`config.mk`:
```
export PLATFORM = sky130hd
export DESIGN_NAME = json_string_unescape_utf8
export DESIGN_NICKNAME = d
export VERILOG_FILES = /design/src/rtl/jsu_pkg.sv /design/src/rtl/json_string_unescape_utf8.sv /design/src/rtl/jsu_front.sv /design/src/rtl/jsu_fifo.sv /design/src/rtl/jsu_back.sv
export SDC_FILE = /design/constraint.sdc
export NUM_CORES = 1
export LEC_CHECK = 0
export ABC_CLOCK_PERIOD_IN_PS = 8500
export BUFFER_PORTS_ARGS = -buffer_cell sky130_fd_sc_hd__buf_2
export CAP_MARGIN = 30
export CORE_MARGIN = 3
export CORE_UTILIZATION = 28
export CTS_CLUSTER_DIAMETER = 30
export DETAILED_ROUTE_END_ITERATION = 10
export GPL_TIMING_DRIVEN = 0
export PLACE_DENSITY_LB_ADDON = 0.12
export SETUP_SLACK_MARGIN = 0.4
export SLEW_MARGIN = 10
export SYNTH_ARGS = -nofsm -noshare
export SYNTH_HDL_FRONTEND = slang
export SYNTH_HIERARCHICAL = 1
export SYNTH_SLANG_ARGS = --single-unit
```
`constraint.sdc`:
```
create_clock -name clk -period 8.5 [get_ports clk]
set_input_delay 0.85 -clock clk [delete_from_list [all_inputs] [get_ports clk]]
set_output_delay 0.85 -clock clk [all_outputs]
set_load 0.1 [all_outputs]
```
`src/rtl/jsu_pkg.sv`:
```
// jsu_pkg: shared types, command and status codes for the JSON string unescaper.
// No dependencies; used by every module under rtl/.
package jsu_pkg;

  localparam int unsigned QUEUE_DEPTH = 4;

  typedef struct packed {
    logic       req_type;
    logic [7:0] in_byte;
  } in_item_t;

  typedef struct packed {
    logic [7:0] out_byte;
    logic       byte_valid;
    logic       string_end;
    logic [1:0] status;
    logic       last_of_run;
  } out_item_t;

  localparam logic [2:0] CMD_BYTE   = 3'd0;
  localparam logic [2:0] CMD_UTF8   = 3'd1;
  localparam logic [2:0] CMD_CLOSE  = 3'd2;
  localparam logic [2:0] CMD_UNTERM = 3'd3;
  localparam logic [2:0] CMD_BADESC = 3'd4;

  typedef struct packed {
    logic [2:0]  kind;
    logic [15:0] value;
  } cmd_t;

  localparam logic [1:0] STATUS_OK      = 2'd0;
  localparam logic [1:0] STATUS_BAD_ESC = 2'd1;
  localparam logic [1:0] STATUS_UNTERM  = 2'd2;

  // {is_hex, digit value}
  function automatic logic [4:0] hex_digit(input logic [7:0] c);
    logic [4:0] r;
    r = 5'd0;
    if (c inside {[8'h30:8'h39]}) begin
      r = {1'b1, c[3:0]};
    end else if (c inside {[8'h41:8'h46], [8'h61:8'h66]}) begin
      r = {1'b1, c[3:0] + 4'd9};
    end
    return r;
  endfunction

endpackage

```
`src/rtl/json_string_unescape_utf8.sv`:
```
// json_string_unescape_utf8: top level; front classifier, command queue, result expander.
// Depends on jsu_pkg, jsu_front, jsu_fifo, jsu_back.
//
//   channel | dir | handshake              | payload
//   in_     | in  | in_valid / in_ready    | in_data  (jsu_pkg::in_item_t)
//   out_    | out | out_valid / out_ready  | out_data (jsu_pkg::out_item_t)
//   cfg_    | in  | cfg_valid / cfg_ready  | cfg_data (single_quote_mode)
//
// One input byte per cycle; results leave at one per cycle from the output register.
// Output stalls while out_ready is low; a \u escape gives up to three results.
// in_ready drops only while the command queue is full; cfg_ready is always high.
// Reset is synchronous, active low; no clearing pass.
module json_string_unescape_utf8 #(
  parameter int unsigned QUEUE_DEPTH = jsu_pkg::QUEUE_DEPTH
) (
  input  logic               clk,
  input  logic               rst_n,
  input  logic               in_valid,
  output logic               in_ready,
  input  jsu_pkg::in_item_t  in_data,
  output logic               out_valid,
  input  logic               out_ready,
  output jsu_pkg::out_item_t out_data,
  input  logic               cfg_valid,
  output logic               cfg_ready,
  input  logic               cfg_data
);

  logic          q_full;
  logic          push;
  logic          pop;
  logic          head_valid;
  jsu_pkg::cmd_t cmd;
  jsu_pkg::cmd_t head;

  assign in_ready  = !q_full;
  assign cfg_ready = 1'b1;

  jsu_front u_front (
    .clk      (clk),
    .rst_n    (rst_n),
    .in_fire  (in_valid && in_ready),
    .in_item  (in_data),
    .cfg_fire (cfg_valid && cfg_ready),
    .cfg_mode (cfg_data),
    .push     (push),
    .cmd      (cmd)
  );

  jsu_fifo #(
    .DEPTH (QUEUE_DEPTH)
  ) u_fifo (
    .clk        (clk),
    .rst_n      (rst_n),
    .push       (push),
    .wdata      (cmd),
    .pop        (pop),
    .full       (q_full),
    .head_valid (head_valid),
    .head       (head)
  );

  jsu_back u_back (
    .clk        (clk),
    .rst_n      (rst_n),
    .head_valid (head_valid),
    .head       (head),
    .pop        (pop),
    .out_valid  (out_valid),
    .out_ready  (out_ready),
    .out_data   (out_data)
  );

endmodule

```
`src/rtl/jsu_front.sv`:
```
// jsu_front: takes input bytes, tracks string/escape/\u state, issues one command
// per byte that yields results. Depends on jsu_pkg.
module jsu_front (
  input  logic             clk,
  input  logic             rst_n,
  input  logic             in_fire,
  input  jsu_pkg::in_item_t in_item,
  input  logic             cfg_fire,
  input  logic             cfg_mode,
  output logic             push,
  output jsu_pkg::cmd_t    cmd
);

  localparam logic [1:0] PH_IDLE = 2'd0;
  localparam logic [1:0] PH_TEXT = 2'd1;
  localparam logic [1:0] PH_ESC  = 2'd2;
  localparam logic [1:0] PH_HEX  = 2'd3;

  logic [1:0]  phase_r, phase_nxt;
  logic [1:0]  hex_cnt_r, hex_cnt_nxt;
  logic [15:0] cp_r, cp_nxt;
  logic        hex_stop_r, hex_stop_nxt;
  logic        mode_r;

  logic [7:0]  b;
  logic [7:0]  closer;
  logic [4:0]  hd;
  logic [15:0] cp_upd;

  assign b      = in_item.in_byte;
  assign closer = mode_r ? 8'h27 : 8'h22;
  assign hd     = jsu_pkg::hex_digit(b);
  assign cp_upd = (!hex_stop_r && hd[4]) ? {cp_r[11:0], hd[3:0]} : cp_r;

  always_comb begin
    phase_nxt    = phase_r;
    hex_cnt_nxt  = hex_cnt_r;
    cp_nxt       = cp_r;
    hex_stop_nxt = hex_stop_r;
    push         = 1'b0;
    cmd          = '0;
    if (in_fire) begin
      if (in_item.req_type) begin
        if (phase_r != PH_IDLE) begin
          push     = 1'b1;
          cmd.kind = jsu_pkg::CMD_UNTERM;
        end
        phase_nxt    = PH_IDLE;
        hex_cnt_nxt  = 2'd0;
        cp_nxt       = 16'd0;
        hex_stop_nxt = 1'b0;
      end else begin
        case (phase_r)
          PH_IDLE: begin
            phase_nxt = PH_TEXT;
          end
          PH_TEXT: begin
            if (b == closer) begin
              push      = 1'b1;
              cmd.kind  = jsu_pkg::CMD_CLOSE;
              phase_nxt = PH_IDLE;
            end else if (b == 8'h5C) begin
              phase_nxt = PH_ESC;
            end else begin
              push      = 1'b1;
              cmd.kind  = jsu_pkg::CMD_BYTE;
              cmd.value = {8'h00, b};
            end
          end
          PH_ESC: begin
            phase_nxt = PH_TEXT;
            push      = 1'b1;
            cmd.kind  = jsu_pkg::CMD_BYTE;
            if (b inside {8'h2F, 8'h5C, 8'h22}) begin
              cmd.value = {8'h00, b};
            end else begin
              case (b)
                8'h62: cmd.value = 16'h0008;
                8'h66: cmd.value = 16'h000C;
                8'h6E: cmd.value = 16'h000A;
                8'h72: cmd.value = 16'h000D;
                8'h74: cmd.value = 16'h0009;
                8'h75: begin
                  push         = 1'b0;
                  phase_nxt    = PH_HEX;
                  hex_cnt_nxt  = 2'd0;
                  cp_nxt       = 16'd0;
                  hex_stop_nxt = 1'b0;
                end
                default: cmd.kind = jsu_pkg::CMD_BADESC;
              endcase
            end
          end
          default: begin
            if (hex_cnt_r == 2'd3) begin
              push         = 1'b1;
              cmd.kind     = jsu_pkg::CMD_UTF8;
              cmd.value    = cp_upd;
              phase_nxt    = PH_TEXT;
              hex_cnt_nxt  = 2'd0;
              cp_nxt       = 16'd0;
              hex_stop_nxt = 1'b0;
            end else begin
              hex_cnt_nxt  = hex_cnt_r + 2'd1;
              cp_nxt       = cp_upd;
              hex_stop_nxt = hex_stop_r | ~hd[4];
            end
          end
        endcase
      end
    end
  end

  always_ff @(posedge clk) begin
    if (!rst_n) begin
      phase_r    <= PH_IDLE;
      hex_cnt_r  <= 2'd0;
      cp_r       <= 16'd0;
      hex_stop_r <= 1'b0;
      mode_r     <= 1'b0;
    end else begin
      phase_r    <= phase_nxt;
      hex_cnt_r  <= hex_cnt_nxt;
      cp_r       <= cp_nxt;
      hex_stop_r <= hex_stop_nxt;
      if (cfg_fire) begin
        mode_r <= cfg_mode;
      end
    end
  end

endmodule

```
`src/rtl/jsu_fifo.sv`:
```
// jsu_fifo: small command queue between front and back, head read fall-through.
// Depends on jsu_pkg for cmd_t.
module jsu_fifo #(
  parameter int unsigned DEPTH = jsu_pkg::QUEUE_DEPTH
) (
  input  logic          clk,
  input  logic          rst_n,
  input  logic          push,
  input  jsu_pkg::cmd_t wdata,
  input  logic          pop,
  output logic          full,
  output logic          head_valid,
  output jsu_pkg::cmd_t head
);

  localparam int unsigned PW = (DEPTH > 1) ? $clog2(DEPTH) : 1;
  localparam int unsigned CW = $clog2(DEPTH + 1);
  localparam logic [PW-1:0] LAST_IDX = PW'(DEPTH - 1);
  localparam logic [CW-1:0] FULL_CNT = CW'(DEPTH);

  jsu_pkg::cmd_t mem [DEPTH];
  logic [PW-1:0] wr_ptr_r, rd_ptr_r;
  logic [CW-1:0] cnt_r;

  assign full       = (cnt_r == FULL_CNT);
  assign head_valid = (cnt_r != '0);
  assign head       = mem[rd_ptr_r];

  always_ff @(posedge clk) begin
    if (push) begin
      mem[wr_ptr_r] <= wdata;
    end
  end

  always_ff @(posedge clk) begin
    if (!rst_n) begin
      wr_ptr_r <= '0;
      rd_ptr_r <= '0;
      cnt_r    <= '0;
    end else begin
      if (push) begin
        wr_ptr_r <= (wr_ptr_r == LAST_IDX) ? '0 : wr_ptr_r + PW'(1);
      end
      if (pop) begin
        rd_ptr_r <= (rd_ptr_r == LAST_IDX) ? '0 : rd_ptr_r + PW'(1);
      end
      if (push && !pop) begin
        cnt_r <= cnt_r + CW'(1);
      end else if (!push && pop) begin
        cnt_r <= cnt_r - CW'(1);
      end
    end
  end

endmodule

```
`src/rtl/jsu_back.sv`:
```
// jsu_back: expands queued commands into result transfers (UTF-8 up to 3 beats)
// through an output register. Depends on jsu_pkg.
module jsu_back (
  input  logic              clk,
  input  logic              rst_n,
  input  logic              head_valid,
  input  jsu_pkg::cmd_t     head,
  output logic              pop,
  output logic              out_valid,
  input  logic              out_ready,
  output jsu_pkg::out_item_t out_data
);

  logic [1:0]          beat_r;
  logic [1:0]          last_beat;
  logic                is_last;
  logic                load;
  logic                out_valid_r;
  jsu_pkg::out_item_t  out_data_r;
  jsu_pkg::out_item_t  res;
  logic [15:0]         cp;

  assign cp = head.value;

  always_comb begin
    last_beat = 2'd0;
    if (head.kind == jsu_pkg::CMD_UTF8) begin
      if (cp[15:11] != 5'd0) begin
        last_beat = 2'd2;
      end else if (cp[15:7] != 9'd0) begin
        last_beat = 2'd1;
      end
    end
  end

  assign is_last = (beat_r == last_beat);

  always_comb begin
    res             = '0;
    res.last_of_run = is_last;
    case (head.kind)
      jsu_pkg::CMD_BYTE: begin
        res.out_byte   = cp[7:0];
        res.byte_valid = 1'b1;
      end
      jsu_pkg::CMD_UTF8: begin
        res.byte_valid = 1'b1;
        if (last_beat == 2'd0) begin
          res.out_byte = cp[7:0];
        end else if (last_beat == 2'd1) begin
          res.out_byte = (beat_r == 2'd0) ? {3'b110, cp[10:6]} : {2'b10, cp[5:0]};
        end else begin
          case (beat_r)
            2'd0:    res.out_byte = {4'hE, cp[15:12]};
            2'd1:    res.out_byte = {2'b10, cp[11:6]};
            default: res.out_byte = {2'b10, cp[5:0]};
          endcase
        end
      end
      jsu_pkg::CMD_CLOSE: begin
        res.string_end = 1'b1;
        res.status     = jsu_pkg::STATUS_OK;
      end
      jsu_pkg::CMD_UNTERM: begin
        res.string_end = 1'b1;
        res.status     = jsu_pkg::STATUS_UNTERM;
      end
      jsu_pkg::CMD_BADESC: begin
        res.status = jsu_pkg::STATUS_BAD_ESC;
      end
      default: begin
        res = '0;
      end
    endcase
  end

  assign load      = head_valid && (!out_valid_r || out_ready);
  assign pop       = load && is_last;
  assign out_valid = out_valid_r;
  assign out_data  = out_data_r;

  always_ff @(posedge clk) begin
    if (load) begin
      out_data_r <= res;
    end
  end

  always_ff @(posedge clk) begin
    if (!rst_n) begin
      out_valid_r <= 1'b0;
      beat_r      <= 2'd0;
    end else begin
      if (load) begin
        out_valid_r <= 1'b1;
        beat_r      <= is_last ? 2'd0 : beat_r + 2'd1;
      end else if (out_ready) begin
        out_valid_r <= 1'b0;
      end
    end
  end

`ifndef SYNTHESIS
  a_beat_range: assert property (@(posedge clk) disable iff (!rst_n)
    beat_r != 2'd3) else $error("beat counter out of range");
  a_mid_utf8: assert property (@(posedge clk) disable iff (!rst_n)
    beat_r != 2'd0 |-> head_valid && head.kind == jsu_pkg::CMD_UTF8)
    else $error("multi-beat expansion lost its command");
  a_zero_byte: assert property (@(posedge clk) disable iff (!rst_n)
    out_valid_r && !out_data_r.byte_valid |-> out_data_r.out_byte == 8'h00)
    else $error("non-data result carries a byte");
  a_status_no_byte: assert property (@(posedge clk) disable iff (!rst_n)
    out_valid_r && out_data_r.status != jsu_pkg::STATUS_OK |-> !out_data_r.byte_valid)
    else $error("status result carries a byte");
`endif

endmodule
```
After elaboration in Yosys (flattened, before gate mapping)
Memory sizes are Yosys's and may differ from the RTL's. A register that Yosys moved wholly into a read port is not among the register bits.
Cells that the tools add are included.
{ "word_totals": {"reg_bits": 45, "latchBits": 0, "mem_bits_rw": 76, "mem_bits_ro": 0, "inputBits": 15, "output_inout_bits": 16, "word_cells": 161, "n_memories": 1} }
{ "classes": {"addsub": 7, "n_mul": 0, "n_div": 0, "n_lt_le_gt_ge": 6, "eq_ne": 27, "n_shift": 0, "mux": 69, "bitwise": 2, "n_reduce_logical": 34} }
{ "memory_table": {"columns": ["memory", "depth", "width", "read_ports", "rd_ports_with_merged_regs", "write_ports", "line", "source"], "rows": [
  ["u_fifo.mem", 4, 19, 1, 1, 1, "jsu_fifo.sv:21", "jsu_pkg::cmd_t mem [DEPTH];"]
]} }
{ "op_table": {"columns": ["operator", "n"], "rows": [
  ["16-bit two-way mux", 8],
  ["19-bit one-hot mux with 3 select lines", 1],
  ["8-bit by 7-bit equality test with 1-bit output (second input constant)", 7],
  ["2-bit two-way mux", 19],
  ["16-bit one-hot mux with 2 select lines", 1],
  ["8-bit two-way mux", 3],
  ["4-bit one-hot mux with 5 select lines", 1],
  ["19-bit two-way mux", 1],
  ["1-bit two-way mux", 18],
  ["3-bit two-way mux", 6],
  ["9-bit one-hot mux with 2 select lines", 1],
  ["17-bit two-way mux", 1],
  ["8-bit by 6-bit equality test with 1-bit output (second input constant)", 2],
  ["8-bit by 7-bit greater-or-equal comparator with 1-bit output (second input constant)", 2],
  ["8-bit by 7-bit <= comparator with 1-bit output (second input constant)", 2],
  ["7-bit one-hot mux with 2 select lines", 1],
  ["5-bit two-way mux", 2],
  ["5-bit nonzero test", 2],
  ["1-bit logical AND", 9],
  ["9-bit nonzero test", 1],
  ["2-bit by 1-bit adder with 2-bit output (second input constant)", 4],
  ["2-bit equality test (second input constant)", 4],
  ["8-bit equality test", 1],
  ["8-bit by 6-bit greater-or-equal comparator with 1-bit output (second input constant)", 1],
  ["30 further kinds", 47]
]} }

Logic depth before layout (Yosys ltp)
{ "logic_depth": {"depth_word": 11, "depth_mapped": 15, "depth_no_buf": 13} }

Hierarchy
The synthesis kept the hierarchy.
{ "modules_own_cells": {"columns": ["module", "n_inst", "cells_per_inst", "area_each_um2", "seq_area_each_um2"], "rows": [
  ["jsu_fifo", 1, 143, 3244.4, 2462.4],
  ["jsu_front", 1, 210, 1759.2, 440.4],
  ["jsu_back", 1, 105, 1032.2, 450.4],
  ["json_string_unescape_utf8", 1, 4, 21.3, 0.0]
]} }

Worst setup path after synthesis
Ideal clock, no wire load.
{ "synth_timing": {"kind": "register -> register", "start": "reg with a tool-made name", "end": "reg u_fifo.cnt_r[2]", "setup_ns": 0.076, "arrival_time_ns": 3.561, "t_required_ns": 8.424, "setup_slack_ns": 4.863, "path_stages_with_launch": 15, "path_buffers": 2, "synth_period_minus_slack_ns": 3.637, "cell_sequence": "dfxtp_1 > buf_6 > buf_12 > mux4_2 > or4_4 > or4b_4 > a21o_1 > a21oi_1 > inv_1 > ha_1 > inv_1 > fa_1 > xor2_1 > or3_1 > a21boi_0"} }
{ "synth_rtl": {"columns": ["element", "line", "source"], "rows": [
  ["end signal, assigned", "jsu_fifo.sv:48", "cnt_r <= cnt_r + CW'(1);"],
  ["end signal, assigned", "jsu_fifo.sv:50", "cnt_r <= cnt_r - CW'(1);"],
  ["end, declared", "jsu_fifo.sv:23", "logic [CW-1:0] cnt_r;"]
]} }

==> impl_metrics.env <==
export IMPL_worstPathArrival_ns=4.46
export IMPL_crit_family="simple AND/OR/NAND/NOR gates"
export IMPL_rows=53
export IMPL_dp_worst_setup_slack_ns=4.28
export IMPL_hold_path_depth=2
export IMPL_synth_top_area_cell="edfxtp_1"
export IMPL_maxSlewHeadroom_pct=41.1
export IMPL_whs_ns=0.469
export IMPL_power_leakage_nw=2.50
export IMPL_antenna_left=0
export IMPL_final_cell_mix="edfxtp_1 (89), dfxtp_1 (34), buf_2 (31)"
export IMPL_setup_tns_ns=0
export IMPL_reg2reg_depth=14
export IMPL_clk_latency_ns=0.40
export IMPL_grt_pass1_vias=4079
export IMPL_grt_max_degree=19
export IMPL_fin_crit_sh_pct=48.6
export IMPL_synth_area_top_cells="edfxtp_1 (44%), dfxtp_1 (11%), mux4_1 (3.9%)"
export IMPL_synth_yosys_seq_area_share_pct=55.4
export IMPL_outcome="completed"
export IMPL_critPathLaunchType="flip-flop"
export IMPL_slew_viol_final=0
export IMPL_wire_per_inst_um=17.1
export IMPL_wl_met1_um=6200
export IMPL_ys_seq_elements=123
export IMPL_yosys_cell_types_count=73
export IMPL_clk_pin_slew_ns=0.05
export IMPL_finalCriticalPeriod_ns=4.13
export IMPL_finalInstanceArea_um2=7150
export IMPL_synth_flop_cell="edfxtp_1"
export IMPL_area_growth_pct=18.0
export IMPL_hold_violations=0
export IMPL_cts_buffers=17
export IMPL_setup_violations=0
export IMPL_die_area_um2=23400
export IMPL_final_common_cell="edfxtp_1"
export IMPL_start_util_pct=28.6
export IMPL_num_vias=3969
export IMPL_clock_sinks=123
export IMPL_synth_fp_nets=496
export IMPL_synth_cells=462
export IMPL_drv_cap=0
export IMPL_cp_end_kind="flip-flop"
export IMPL_crit_buf_inv=4
export IMPL_synth_edff_count=89
export IMPL_setup_ws_ns=4.37
export IMPL_n_antenna_cell=0
export IMPL_drt_iter0_drc=229
export IMPL_dieWidth_um=153
export IMPL_layout_nets=548
export IMPL_wl_um=13700
export IMPL_placed_area_um2=6610
export IMPL_dr_pass1_iters=6
export IMPL_pwr_density_cell_nw_per_um2=288
export IMPL_dieHeight_um=153
export IMPL_cp_depth=14
export IMPL_pin_count=31
export IMPL_avgSynthCellArea_um2=13.1
export IMPL_top_layer="met4"
export IMPL_ctsResizeCount=0
export IMPL_rsz0062_at_grt="false"
export IMPL_max_clock_freq_mhz=242
export IMPL_core_area_um2=21200
export IMPL_antenna_found_initial=0
export IMPL_grt_usage_pct=12.1
export IMPL_grt_overflow_total=0
export IMPL_drc=0
export IMPL_required_ns=8.83
export IMPL_wl_met2_um=6850
export IMPL_ctsHoldBuffers=0
export IMPL_slowest_stage="or4_4"
export IMPL_clock_path_buffers=2
export IMPL_syn_area_um2=6060
export IMPL_netlist_area_leader_share_pct=44.1
export IMPL_cp_max_fo=10
export IMPL_critPathKind="flip-flop to flip-flop"
export IMPL_hp_class="flip-flop to flip-flop"
export IMPL_drive_gt1_share_pct=17.5
export IMPL_ir_drop_mv=0.122
export IMPL_slowest_delay_ns=0.59
export IMPL_worst_pin_slew_ns=0.871
export IMPL_post_cts_setup_buffers=0
export IMPL_met3_length_um=420
export IMPL_htree_levels=4
export IMPL_clockRootBuffer="clkbuf_16"
export IMPL_async_reset_ff_share_pct=0
export IMPL_finClkSkew_ns=0.0109
export IMPL_viasPerCell=4.95
export IMPL_gp_congestion=0.806
export IMPL_grt_pass1_wl_um=22000
export IMPL_crit_chain="buf_2 > buf_2 > mux4_2 > or4_4 > or4b_4 > a21o_1 > a21oi_1 > inv_1 > ha_1 > inv_1 > fa_1 > xor2_1 > or3_1 > a21boi_0"
export IMPL_post_dp_hpwl_um=10100
export IMPL_numPortBuffers=28
export IMPL_fill_cells=2087
export IMPL_fin_util_pct=33.8
export IMPL_synth_warnings=6
export IMPL_cts_tree="done"
==> routing by layer <==
| metal | global-route usage, % | up-vias |
|---|---|---|
| li1 | - | 1911 |
| met1 | 14.7 | 1969 |
| met2 | 20.6 | 76 |
| met3 | 2.80 | 13 |
| met4 | 5.05 | 0 |
| met5 | 0 | - |
==> power by group <==
part	switching, mW	internal, mW	total (mW)
combinational	0.500	0.189	0.689
clock	0.229	0.412	0.641
sequential	0.0202	0.711	0.732
==> cells in the mapped netlist, types with 5 or more instances <==
master    instances
a21oi_1          10
edfxtp_1         89
dfxtp_1          34
o21a_1            5
nor2b_1          12
nand3_1          12
inv_1            24
a32o_1           16
mux2i_1          21
o21ai_0          14
and3_1            5
clkbuf_1         14
nor3_1            7
nor3b_1           7
nand2_1          24
nor2_1           20
mux4_2           10
ha_1             18
and2_1           13
a31oi_1           6
mux4_1            9
==> cell type report <==
type / count / area (um2) / area share (%)
sequential: 123 / 3350 / 46.9
multi-input combinational: 291 / 2470 / 34.6
clock buffer: 29 / 522 / 7.30
tap: 275 / 344 / 4.81
timing repair buffer: 33 / 210 / 2.94
buffer: 24 / 140 / 1.96
inverter: 24 / 90.1 / 1.26
clock inverter: 3 / 15.0 / 0.210
==> cells by family after synthesis <==
logic type / count (synthesis) / share of synthesized area, %
simple gates: 126 / 11.7
flops: 123 / 55.4
compound gates: 100 / 13.1
buf+inv: 48 / 3.80
mux: 42 / 11.5
fa+ha+maj: 19 / 4.05
xor+xnor: 3 / 0.434
other cells: 1 / 0.0619
==> path summary, 6_finish.rpt <==
check / slack (ns) / start / endpoint
setup / recovery: 4.37 / flip-flop / u_fifo/cnt_r[2]
hold / removal: 0.47 / u_front/hex_cnt_r[1] / u_front/hex_cnt_r[1]
setup reg to reg: 4.37 / flip-flop / u_fifo/cnt_r[2]
hold reg to reg: 0.47 / u_front/hex_cnt_r[1] / u_front/hex_cnt_r[1]
==> state kept, by name (all words and copies together), names as in the netlist, named ones only <==
signal	flops
u_fifo/cnt_r	3
u_front/phase_r	2
u_front/mode_r	1
u_front/cp_r	16
u_back/beat_r	2
u_fifo/rd_ptr_r	2
u_front/hex_stop_r	1
u_back/out_data	13
u_front/hex_cnt_r	2
u_back/out_valid	1
u_fifo/mem	76
u_fifo/wr_ptr_r	2
==> worst register-to-register path, stage by stage, from the launching register on <==
cell and delay (ns):
dfxtp_1 0.31, buf_2 0.25, buf_2 0.34, mux4_2 0.42
or4_4 0.59, or4b_4 0.54, a21o_1 0.18, a21oi_1 0.27
inv_1 0.15, ha_1 0.23, inv_1 0.07, fa_1 0.18
xor2_1 0.08, or3_1 0.31, a21boi_0 0.16
==> stage by stage <==
| stage | total power [mW] | instances |
|---|---|---|
| floorplan | 1.30 | 462 |
| global placement | 1.43 | 765 |
| detailed placement | 1.44 | 770 |
| CTS | 2.09 | 802 |
| global route | 2.16 | 802 |
| finish | 2.06 | 802 |
No activity file was read; power rests on OpenSTA's default activity.
